**src/hw/rtl/vcrp_pkg.sv**
```systemverilog
// Shared constants, types and codes for the video controller register port.
package vcrp_pkg;

    localparam int REG_COUNT_DEF = 37;
    localparam int VMEM_DEPTH_DEF = 65536;

    localparam logic [5:0] IDX_ADDR_HI = 6'h12;
    localparam logic [5:0] IDX_ADDR_LO = 6'h13;
    localparam logic [5:0] IDX_MODE = 6'h18;
    localparam logic [5:0] IDX_COUNT = 6'h1e;
    localparam logic [5:0] IDX_DATA = 6'h1f;
    localparam logic [5:0] IDX_SRC_HI = 6'h20;
    localparam logic [5:0] IDX_SRC_LO = 6'h21;

    localparam logic [7:0] STATUS_MASK = 8'h80;
    localparam logic [7:0] UNKNOWN_DATA = 8'hff;
    localparam logic [15:0] MASK_16K = 16'h3fff;
    localparam logic [15:0] MASK_64K = 16'hffff;

    // Operation decoded by the front end
    typedef enum logic [2:0] {
        OP_READ_IDX,
        OP_WRITE_IDX,
        OP_READ_REG,
        OP_WRITE_REG,
        OP_READ_CONST
    } op_t;

    typedef struct packed {
        op_t        op;
        logic [5:0] idx;
        logic [7:0] data;
    } cmd_t;

    typedef enum logic [2:0] {
        ST_IDLE,
        ST_MEM_READ,
        ST_MEM_WAIT,
        ST_BLOCK_READ,
        ST_BLOCK_WAIT,
        ST_BLOCK_WRITE,
        ST_REG_WAIT
    } state_t;

endpackage

```
**src/hw/rtl/vcrp_front.sv**
```systemverilog
// Front end: holds the register index, decodes accesses into commands and queues them.
module vcrp_front #(
    parameter int RegCount = vcrp_pkg::REG_COUNT_DEF
) (
    input  logic            clk,
    input  logic            rst_n,
    input  logic            command,
    input  logic            port_select,
    input  logic [7:0]      write_data,
    input  logic            push,
    output logic            full,
    output vcrp_pkg::cmd_t  cmd,
    output logic            cmd_valid,
    input  logic            cmd_take
);
    import vcrp_pkg::*;

    localparam int QDepth = 2;

    cmd_t       q_reg [QDepth];
    logic       wr_ptr_reg, wr_ptr_next;
    logic       rd_ptr_reg, rd_ptr_next;
    logic [1:0] cnt_reg, cnt_next;
    logic [7:0] index_reg, index_next;
    logic       accept;
    cmd_t       dec;

    assign full = (cnt_reg == 2'(QDepth));
    assign accept = push && !full;
    assign cmd_valid = (cnt_reg != 2'd0);
    assign cmd = q_reg[rd_ptr_reg];

    always_comb
    begin
        dec.idx = index_reg[5:0];
        dec.data = write_data;
        if (!port_select)
        begin
            dec.op = command ? OP_WRITE_IDX : OP_READ_IDX;
            dec.data = command ? write_data : (index_reg | STATUS_MASK);
        end
        else if (32'(index_reg[5:0]) >= RegCount)
        begin
            dec.op = command ? OP_WRITE_IDX : OP_READ_CONST;
            dec.data = command ? 8'd0 : UNKNOWN_DATA;
        end
        else
        begin
            dec.op = command ? OP_WRITE_REG : OP_READ_REG;
        end
        // Unknown-index writes only need a zero result; reuse the const path
        if (port_select && command && 32'(index_reg[5:0]) >= RegCount)
        begin
            dec.op = OP_READ_CONST;
            dec.data = 8'd0;
        end
    end

    always_comb
    begin
        index_next = index_reg;
        if (accept && command && !port_select)
        begin
            index_next = write_data;
        end
        wr_ptr_next = accept ? ~wr_ptr_reg : wr_ptr_reg;
        rd_ptr_next = cmd_take ? ~rd_ptr_reg : rd_ptr_reg;
        cnt_next = cnt_reg + 2'(accept) - 2'(cmd_take);
    end

    always_ff @(posedge clk or negedge rst_n)
    begin
        if (!rst_n)
        begin
            index_reg <= '0;
            wr_ptr_reg <= 1'b0;
            rd_ptr_reg <= 1'b0;
            cnt_reg <= '0;
        end
        else
        begin
            index_reg <= index_next;
            wr_ptr_reg <= wr_ptr_next;
            rd_ptr_reg <= rd_ptr_next;
            cnt_reg <= cnt_next;
        end
    end

    always_ff @(posedge clk)
    begin
        if (accept)
        begin
            q_reg[wr_ptr_reg] <= dec;
        end
    end

`ifndef SYNTHESIS
    a_cnt_bound: assert property (@(posedge clk) disable iff (!rst_n)
        cnt_reg <= 2'(QDepth)) else $error("queue count overflow");
    a_no_take_empty: assert property (@(posedge clk) disable iff (!rst_n)
        cmd_take |-> cmd_valid) else $error("take from empty queue");
    a_index_hold: assert property (@(posedge clk) disable iff (!rst_n)
        !(push && !full && command && !port_select) |=> $stable(index_reg))
        else $error("index changed without index write");
`endif

endmodule

```
**config.mk**
```make
export PLATFORM = sky130hd
export DESIGN_NAME = vcrp_front
export DESIGN_NICKNAME = d
export VERILOG_FILES = /design/src/hw/rtl/vcrp_pkg.sv /design/src/hw/rtl/vcrp_front.sv
export SDC_FILE = /design/constraint.sdc
export NUM_CORES = 1
export LEC_CHECK = 0
export ABC_AREA = 1
export BUFFER_PORTS_ARGS = -buffer_cell sky130_fd_sc_hd__buf_2
export CAP_MARGIN = 40
export CORE_UTILIZATION = 60
export DETAILED_ROUTE_END_ITERATION = 8
export PLACE_DENSITY = 0.94
export SETUP_SLACK_MARGIN = 0.02
export SKIP_CTS_REPAIR_TIMING = 1
export SLEW_MARGIN = 10
export SYNTH_ARGS = -nofsm -noshare
export SYNTH_HDL_FRONTEND = slang
export SYNTH_SLANG_ARGS = --single-unit
```
**constraint.sdc**
```tcl
create_clock -name clk -period 4.35 [get_ports clk]
set_clock_uncertainty 0.15 [all_clocks]
set_input_delay 0.87 -clock clk [delete_from_list [all_inputs] [get_ports clk]]
set_output_delay 0.87 -clock clk [all_outputs]
set_load 0.005 [all_outputs]
```
==> key figures, run 1 <==
Die
  • Die Y: 60.8 microns
  • Die area: around 0.0037 sq mm
  • Top-level port count: 33
  • Initial Utilization: 65.3%
  • Core ar.: 0.00318 sq mm
  • Die Wd: ~60 microns
  • FP Rows: 20

Placement
  • GP Congestion: 0.887
  • Place WS: 1980 ps
  • Post-placement cell count: 241
  • PortBufs: 32
  • Final HPWL from detailed placement: around 2.4 mm
  • Dpl cell area: 0.00224 sq mm

Drt
  • Routed Antenna Nets: 0
  • Met2 wire len: 1.63 mm
  • DRC: 0
  • Via/cell ratio: 5.33
  • TritonRoute pass-1 iters: 4
  • Routed WL: between 3 and 4 mm
  • Via Count: 1326
  • Starting DRT DRC Count: 43
  • Routed wire per std cell: 13.4 microns
  • Wire length on met1: 1.45 mm
  • Met3 routed WL: 188 microns
  • Top sig layer: met4

Clock tree
  • H-Tree Depth: 2
  • Cts bufs inserted: 5
  • CTS tree: done
  • # clock sinks: 45
  • Root Driver: clkbuf_4
  • Clock latency on the worst-skew pair: 350 ps
  • Clk pin slew, worst setup/hold paths: between 100 and 150 ps
  • Clock Path Buffers: 2

STA
  • Max-slew violations: 0
  • Min cycle time layout: about 2800 ps
  • Hold Fails Final Rpt: 0
  • Slew margin rel.: 50.9%
  • Final setup viols: 0
  • Unrepaired setup endpoints after global routing: false
  • Fin Hold WS: 205 ps
  • Fin Setup TNS: 0 ps
  • Fmax: 0.363 GHz
  • Fin worst setup slack: approximately 1600 ps
  • Fin crit share: a little over three fifths
  • Tightest Pin Transition: between 700 and 800 ps

Cells and area
  • Final Cell Area: 0.00229 sq mm
  • Final cell count without fillers: 249
  • Fill cells: 225
  • Antenna cells: 0
  • Area Overhead vs Synth: 10.5%
  • Layout Utilization: roughly 72%
  • Largest register FFs: 34
  • Fraction of layout cells with a size suffix above 1: 35.6%
  • Final nets: 220

Power and ir drop
  • Pwr Total: 1.43 mW
  • Power per standard cell area: 623 mW/mm^2
  • Lkg Pwr: 0.972 nW
  • Worst vdd ir: between 0.4 and 0.5 mV

Status
  • Status: complete, no violations

Setup path
  • R2r startpoint: cnt_reg[1]
  • WS Path Type: reg -> out
  • Slowest stage delay, CP: between 800 and 900 ps
  • Critical Path AT: roughly 1700 ps
  • Master of the slowest instance on the critical path: dfrtp_1
  • Critical R2R Capture: q_reg[1][5]
  • Reg-to-reg slack, setup: around 2800 ps
  • Crit path required time: 3330 ps
  • Startpoint types: flop
  • Cells along the critical path: mux2_2 > buf_2
  • Crit Path Max Fanout: 18
  • R2R cell count: 4
  • CP Capture Type: output port

Global routing
  • Grt ovf: 0
  • Initial antenna violation count: 0
  • First-pass GRT wire length: 5.34 mm
  • GR Util All Layers: 21.1%
  • Largest net degree at the start of global routing: 19
  • Vias in the first global route: 1167

Flow run
  • Maxcap violations: 0

Synthesis
  • Sequential share of the synthesized area: 62.5%
  • Netlist Area Pre-Place: 0.00207 sq mm
  • Distinct cells, synth: 24
  • Synthesized Nets: 185
  • Post-synthesis average cell area: around 12 sq um
  • Biggest area consumer among synthesized cells: edfxtp_1
  • Post-synthesis register bit count: 45
  • Synth Warn #: 0
  • Mapped Cells: between 150 and 200
  • Largest cells by area after synthesis: edfxtp_1 (49%), dfrtp_1 (13%), mux2_2 (9.2%)
  • Post-synth top area share: 49.2%

Hold path
  • Hold Crit Class: in -> async
worst max-delay path, delay by kind of cell, from the launching register on:
| family | cells | cell delay, ps |
|---|---|---|
| flip-flops | 1 | 830 |
| buffers and inverters | 1 | 130 |
| multiplexers | 1 | 420 |
cell usage after synthesis, drive strengths merged:
cell type,instances
ha,2
mux2,17
nand4,1
nand3,10
buf,6
nor2,11
xor2,1
a21oi,19
dfrtp,11
xnor2,2
o21ai,5
edfxtp,34
nand2,33
or2,1
inv,16
cell usage in the layout (no fill, tap or decap), drive strengths merged:
cell type and n:
or2 1, o21ai 5, nand3 10, nand2 33, buf 34, dfrtp 11, ha 2, inv 16
nand4 1, clkbuf 8, xor2 1, edfxtp 34, a21oi 19, xnor2 2, nor2 11, mux2 17
power by group:
group / internal [mW] / switching (mW)
sequential: 0.650 / 0.108
combinational: 0.237 / 0.249
clock: 0.0645 / 0.120
kinds of logic after synthesis:
group,after synthesis,synth area share [%]
compound gates,24,7.06
xor+xnor,3,1.27
fa+ha+maj,2,1.21
buf+inv,22,6.21
flops,45,62.5
mux,17,9.23
simple gates,56,12.5
cell type report:
type,instances,area (sq um),area share (%)
well taps,44,55.1,2.40
multi-input cells,102,649,28.3
repair buffers,34,175,7.64
flip-flops and latches,45,1300,56.6
clock buffers,8,48.8,2.13
inverters,16,67.6,2.95
metal layers:
layer / up-vias / GRT usage, %
li1: 658 / -
met1: 619 / 26.2
met2: 41 / 33.1
met3: 8 / 7.25
met4: 0 / 10.7
met5: - / 0
worst max path at each step:
stage,slack [ps],depth (start not counted),start,end
3_3_place_gp,1990,2,rd_ptr_reg,cmd[1]
4_1_cts,1570,2,rd_ptr_reg,cmd[14]
6_report,1600,2,rd_ptr_reg,cmd[1]
3_5_place_dp,1980,2,rd_ptr_reg,cmd[14]
2_1_floorplan,2090,2,push,q_reg[1][0]
5_1_grt,1500,2,rd_ptr_reg,cmd[0]
Power figures use the tool's default switching activity.
==> run 2: changes to the inputs <==
- CORE_UTILIZATION: 60 -> 55
- PLACE_DENSITY: 0.94 -> 0.88
- clock period: 4.35 -> 2.7 ns (I/O delays scaled with it)
==> run 2 against run 1 <==
  * Non-clock buffer count increased by 4
  * Critical path type unchanged
  * Critical endpoint is now cmd[9]
  * Combinational power increased by 75%
  * Power increased by 84%
  * Routed wire length increased by 4.9%
  * Core utilization decreased by 2.6 points
  * Register-to-register slack got worse by 1600 ps
  * Hold slack improved by 120 ps
  * Critical path depth increased by 1
  * Global-route usage decreased by 1.0 points
==> key figures, run 2 (same netlist as run 1, synthesis figures left out) <==
Power and ir drop
  • Net Sw Frac: 30.7% (was 33.4%)
  • Lkg Pwr: 1.03 nW (was 0.972 nW)
  • Power per standard cell area: 1090 mW/mm^2 (was 623 mW/mm^2)
  • Worst vdd ir: 0.560 mV (was 0.420 mV)
  • Sw Pwr: 807 uW (was 478 uW)
  • Gate power share: 32.4% (was 34.0%)
  • Internal power: 1.82 mW (was 951 uW)
  • Clk pwr share: 22.2% (was 12.9%)
  • Flop pwr share: 45.4% (was 53.1%)

STA
  • Unrepaired setup endpoints after global routing: false (unchanged)
  • Min cycle time layout: 2260 ps
  • Tightest Pin Transition: 349 ps (was 737 ps)
  • Max-slew violations: 0 (unchanged)
  • Hold Fails Final Rpt: 0 (unchanged)
  • Slew margin rel.: 76.7% (was 50.9%)
  • Fin Setup TNS: 0 ps (unchanged)
  • Final setup viols: 0 (unchanged)
  • Fmax: 0.442 GHz
  • Fin crit share: 83.7%

Cells and area
  • Fraction of layout cells with a size suffix above 1: 37.8% (was 35.6%)
  • Most frequent cells in the layout: edfxtp_1 (34), buf_2 (32), nand2_1 (29), mux2_2 (17), a21oi_1 (15) (unchanged)
  • Final nets: 224 (was 220)
  • Area Overhead vs Synth: 16.3% (was 10.5%)
  • Largest register FFs: 34 (unchanged)
  • Most common cell after layout, fill and taps aside: edfxtp_1 (unchanged)
  • Final cell count without fillers: 255 (was 249)
  • Antenna cells: 0 (unchanged)
  • Fill cells: 252 (was 225)

Drt
  • Via/cell ratio: 5.31 (was 5.33)
  • DRC: 0 (unchanged)
  • Starting DRT DRC Count: 42 (was 43)
  • TritonRoute pass-1 iters: 4 (unchanged)
  • Routed Antenna Nets: 0 (unchanged)
  • Routed WL: 3.50 mm (was 3.34 mm)
  • Routed wire per std cell: 13.7 microns (was 13.4 microns)
  • Via Count: 1354 (was 1326)

Flow run
  • Maxcap violations: 0 (unchanged)

Global routing
  • First-pass GRT wire length: 5.91 mm (was 5.34 mm)
  • Grt ovf: 0 (unchanged)
  • Largest net degree at the start of global routing: 18 (was 19)
  • Vias in the first global route: 1285 (was 1167)
  • Initial antenna violation count: 0 (unchanged)
  • GR Util All Layers: 20.1% (was 21.1%)

Die
  • Initial Utilization: 59.8% (was 65.3%)
  • Die Wd: 63.4 microns (was 60.8 microns)
  • Die Y: 63.4 microns (was 60.8 microns)
  • FP Rows: 21 (was 20)
  • Core ar.: 0.00347 sq mm (was 0.00318 sq mm)
  • Top-level port count: 33 (unchanged)
  • Die area: 0.00402 sq mm (was 0.00370 sq mm)

Setup path
  • Crit Path Max Fanout: 11 (was 18)
  • Reg-to-reg slack, setup: 1180 ps (was 2810 ps)
  • WS Path Type: reg -> out (unchanged)
  • Startpoint types: flop (unchanged)
  • CP Capture Type: output port (unchanged)
  • R2R cell count: 6 (was 4)
  • Crit path required time: 2010 ps (was 3330 ps)
  • Critical Path AT: 1570 ps (was 1730 ps)

Clock tree
  • Cts bufs inserted: 5 (unchanged)
  • # clock sinks: 45 (unchanged)
  • Root Driver: clkbuf_8 (was clkbuf_4)
  • Clk pin slew, worst setup/hold paths: 80 ps (was 120 ps)
  • CTS tree: done (unchanged)
  • Clock Path Buffers: 2 (unchanged)
  • H-Tree Depth: 2 (unchanged)
  • Clock latency on the worst-skew pair: 290 ps (was 350 ps)

Placement
  • Final HPWL from detailed placement: 2.57 mm (was 2.38 mm)
  • Post-placement cell count: 246 (was 241)
  • PortBufs: 32 (unchanged)
  • GP Congestion: 0.900 (was 0.887)

Hold path
  • Hold Crit Class: in -> reg (was in -> async)
  • Min-Delay Path Depth: 2

Status
  • Status: complete, no violations (unchanged)
==> run 2: critical path: stages, from the launching register on <==
cell,delay [ps]
dfrtp_1,530
buf_4,260
mux2_2,360
buf_2,130
==> run 2: power groups by stage <==
stage          Combinational [mW]  Sequential [mW]  Clock [mW]
4_1_cts                     0.859             1.20       0.593
3_3_place_gp                0.819             1.20           0
3_5_place_dp                0.852             1.21           0
6_report                    0.851             1.19       0.582
2_1_floorplan               0.619             1.15           0
5_1_grt                     0.946             1.22       0.630
==> run 2: stage by stage <==
| step | utilization, % | hold slack (ps) | instance area (sq um) | total power [mW] | setup WS [ps] |
|---|---|---|---|---|---|
| after floorplan | - | 94.4 | 2070 | 1.77 | 770 |
| after global placement | 65.4 | 278 | 2270 | 2.02 | 754 |
| after detailed placement | 65.4 | 278 | 2270 | 2.06 | 750 |
| after CTS | 69.3 | -47.8 | 2400 | 2.65 | 423 |
| after global routing | 69.6 | 325 | 2410 | 2.79 | 372 |
| final | 69.6 | 329 | 2410 | 2.63 | 440 |
==> run 2: layout make-up <==
class / count / area (sq um) / area share, %
clock buffers: 5 / 68.8 / 2.85
clock inverters: 3 / 65.1 / 2.70
inverters: 16 / 67.6 / 2.80
multi-input cells: 102 / 649 / 26.9
flip-flops and latches: 45 / 1300 / 53.7
well taps: 46 / 57.6 / 2.39
repair buffers: 38 / 208 / 8.61
==> run 2: path summary, 6_finish.rpt <==
check                              from            to
min in group asynchronous         rst_n  index_reg[4]
hold / removal                 cmd_take    rd_ptr_reg
setup / recovery             rd_ptr_reg        cmd[9]
setup reg to reg             cnt_reg[1]    cnt_reg[1]
max in group asynchronous         rst_n  index_reg[2]
hold reg to reg            index_reg[6]  index_reg[6]
==> run 2: per-layer routing <==
layer  wire length [microns]  global-route usage [%]  part of all wire (%)
met5                       0                       0                     0
met4                      42                    5.97                   1.2
met3                     183                    5.98                   5.2
met2                    1860                    34.6                    53
met1                    1420                    24.2                    40
==> run 3: changes to the inputs <==
- clock period: 2.7 -> 2.28 ns (I/O delays scaled with it)
==> run 3 against run 2 <==
  * Core utilization fell by 0.61 points
  * Cell area fell by 0.88%
  * Setup slack got worse by 210 ps
  * Non-clock buffer count fell by 1
  * First-iteration DRC count rose by 55%
  * Critical path depth did not move
  * Critical endpoint is now cmd[11]
  * Largest cell class unchanged
  * Largest power group unchanged
  * Highest routed layer unchanged
==> key figures, run 3 (same netlist as run 1, synthesis figures left out) <==
Cells and area
  • Final Cell Area: 0.00239 sq mm (was 0.00241 sq mm)
  • Fraction of layout cells with a size suffix above 1: 37.0% (was 37.8%)
  • Final nets: 223 (was 224)
  • Most common cell after layout, fill and taps aside: edfxtp_1 (unchanged)
  • Most frequent cells in the layout: edfxtp_1 (34), buf_2 (32), nand2_1 (29), mux2_2 (17), a21oi_1 (15) (unchanged)
  • Layout Utilization: 68.9% (was 69.6%)
  • Largest register FFs: 34 (unchanged)
  • Antenna cells: 0 (unchanged)
  • Area Overhead vs Synth: 15.3% (was 16.3%)
  • Fill cells: 273 (was 252)

STA
  • Unrepaired setup endpoints after global routing: false (unchanged)
  • Fin crit share: between 80% and 90%
  • Slew margin rel.: 77.8% (was 76.7%)
  • Final setup viols: 0 (unchanged)
  • Min cycle time layout: 2050 ps
  • Fin Hold WS: 235 ps (was 329 ps)
  • Tightest Pin Transition: 333 ps (was 349 ps)
  • Hold Fails Final Rpt: 0 (unchanged)
  • Fmax: 0.488 GHz
  • Max-slew violations: 0 (unchanged)
  • Fin Setup TNS: 0 ps (unchanged)

Placement
  • Dpl cell area: 0.00227 sq mm (about the same)
  • PortBufs: 32 (unchanged)
  • Final HPWL from detailed placement: 2.46 mm (was 2.57 mm)
  • GP Congestion: 0.884 (was 0.900)

Setup path
  • Startpoint types: flop (unchanged)
  • Master of the slowest instance on the critical path: dfrtp_1 (unchanged)
  • Cells along the critical path: buf_12 > mux2_2 > buf_2 (was buf_4 > mux2_2 > buf_2)
  • CP Capture Type: output port (unchanged)
  • Crit path required time: 1670 ps (was 2010 ps)
  • Slowest stage delay, CP: 500 ps (was 530 ps)
  • Crit Path Max Fanout: 14 (was 11)
  • Critical Path AT: 1440 ps (was 1570 ps)
  • Reg-to-reg slack, setup: 730 ps (was 1180 ps)
  • WS Path Type: reg -> out (unchanged)

Clock tree
  • Cts bufs inserted: 5 (unchanged)
  • Clock latency on the worst-skew pair: 290 ps (about the same)
  • CTS tree: done (unchanged)
  • Root Driver: clkbuf_8 (unchanged)
  • # clock sinks: 45 (unchanged)
  • Clock Path Buffers: 2 (unchanged)
  • H-Tree Depth: 2 (unchanged)
  • Clk pin slew, worst setup/hold paths: 70 ps (was 80 ps)

Global routing
  • GR Util All Layers: 18.6% (was 20.1%)
  • Largest net degree at the start of global routing: 18 (unchanged)
  • Grt ovf: 0 (unchanged)
  • Vias in the first global route: 1236 (was 1285)
  • Initial antenna violation count: 0 (unchanged)
  • First-pass GRT wire length: 5.60 mm (was 5.91 mm)

Die
  • Core ar.: 0.00347 sq mm (unchanged)
  • Die Y: 63.4 microns (unchanged)
  • FP Rows: 21 (unchanged)
  • Top-level port count: 33 (unchanged)
  • Die Wd: 63.4 microns (unchanged)
  • Die area: 0.00402 sq mm (unchanged)
  • Initial Utilization: 59.8% (unchanged)

Power and ir drop
  • Lkg Pwr: 1.02 nW (was 1.03 nW)
  • Power per standard cell area: 1250 mW/mm^2 (was 1090 mW/mm^2)
  • Worst vdd ir: 0.595 mV (was 0.560 mV)
  • Pwr Total: 3.00 mW (was 2.63 mW)

Drt
  • Via Count: 1331 (was 1354)
  • TritonRoute pass-1 iters: 4 (unchanged)
  • Starting DRT DRC Count: 65 (was 42)
  • Via/cell ratio: 5.24 (was 5.31)
  • Routed WL: 3.38 mm (was 3.50 mm)
  • DRC: 0 (unchanged)
  • Routed Antenna Nets: 0 (unchanged)
  • Routed wire per std cell: 13.3 microns (was 13.7 microns)

Flow run
  • Maxcap violations: 0 (unchanged)

Hold path
  • Hold Crit Class: in -> reg (unchanged)

Status
  • Status: complete, no violations (unchanged)
## run 3: per-layer routing
layer | routed length [microns] | vias up | track usage [%]
met2 | 1790 | 44 | 32.4
met1 | 1340 | 622 | 22.5
met4 | 50 | 0 | 7.67
met3 | 192 | 5 | 3.26
li1 | - | 660 | -
met5 | 0 | - | 0
## run 3: path summary, 6_finish.rpt
path | from | to | cells past startpoint
max in group asynchronous | rst_n | rd_ptr_reg | 2
worst max register to register | cnt_reg[1] | cnt_reg[1] | 6
worst min-delay path | cmd_take | rd_ptr_reg | 2
worst min register to register | index_reg[6] | index_reg[6] | 2
worst max-delay path | rd_ptr_reg | cmd[11] | 3
min in group asynchronous | rst_n | wr_ptr_reg | 2
## run 3: metrics by stage
step                worst slack (ps)  std cells
detailed placement               551        245
global route                     172        254
finish                           233        254
CTS                              220        253
global placement                 575        245
floorplan                        370        169
## run 3: layout make-up
class,count,area (sq um),area share (%)
inverters,16,67.6,2.83
repair buffers,37,213,8.90
clock buffers,6,72.6,3.04
well taps,46,57.6,2.41
multi-input cells,102,649,27.2
clock inverters,2,35.0,1.47
flip-flops and latches,45,1300,54.2
## run 3: where the power goes
group,leakage (nW),total (mW),internal [mW],switching (mW)
clock,0.0552,0.570,0.325,0.245
sequential,0.443,1.41,1.24,0.172
combinational,0.521,1.02,0.493,0.524
## run 3: critical path, delay by kind of cell, from the launching register on
family	cells	cell delay, ps
buf+inv	2	320
mux	1	340
flops	1	500
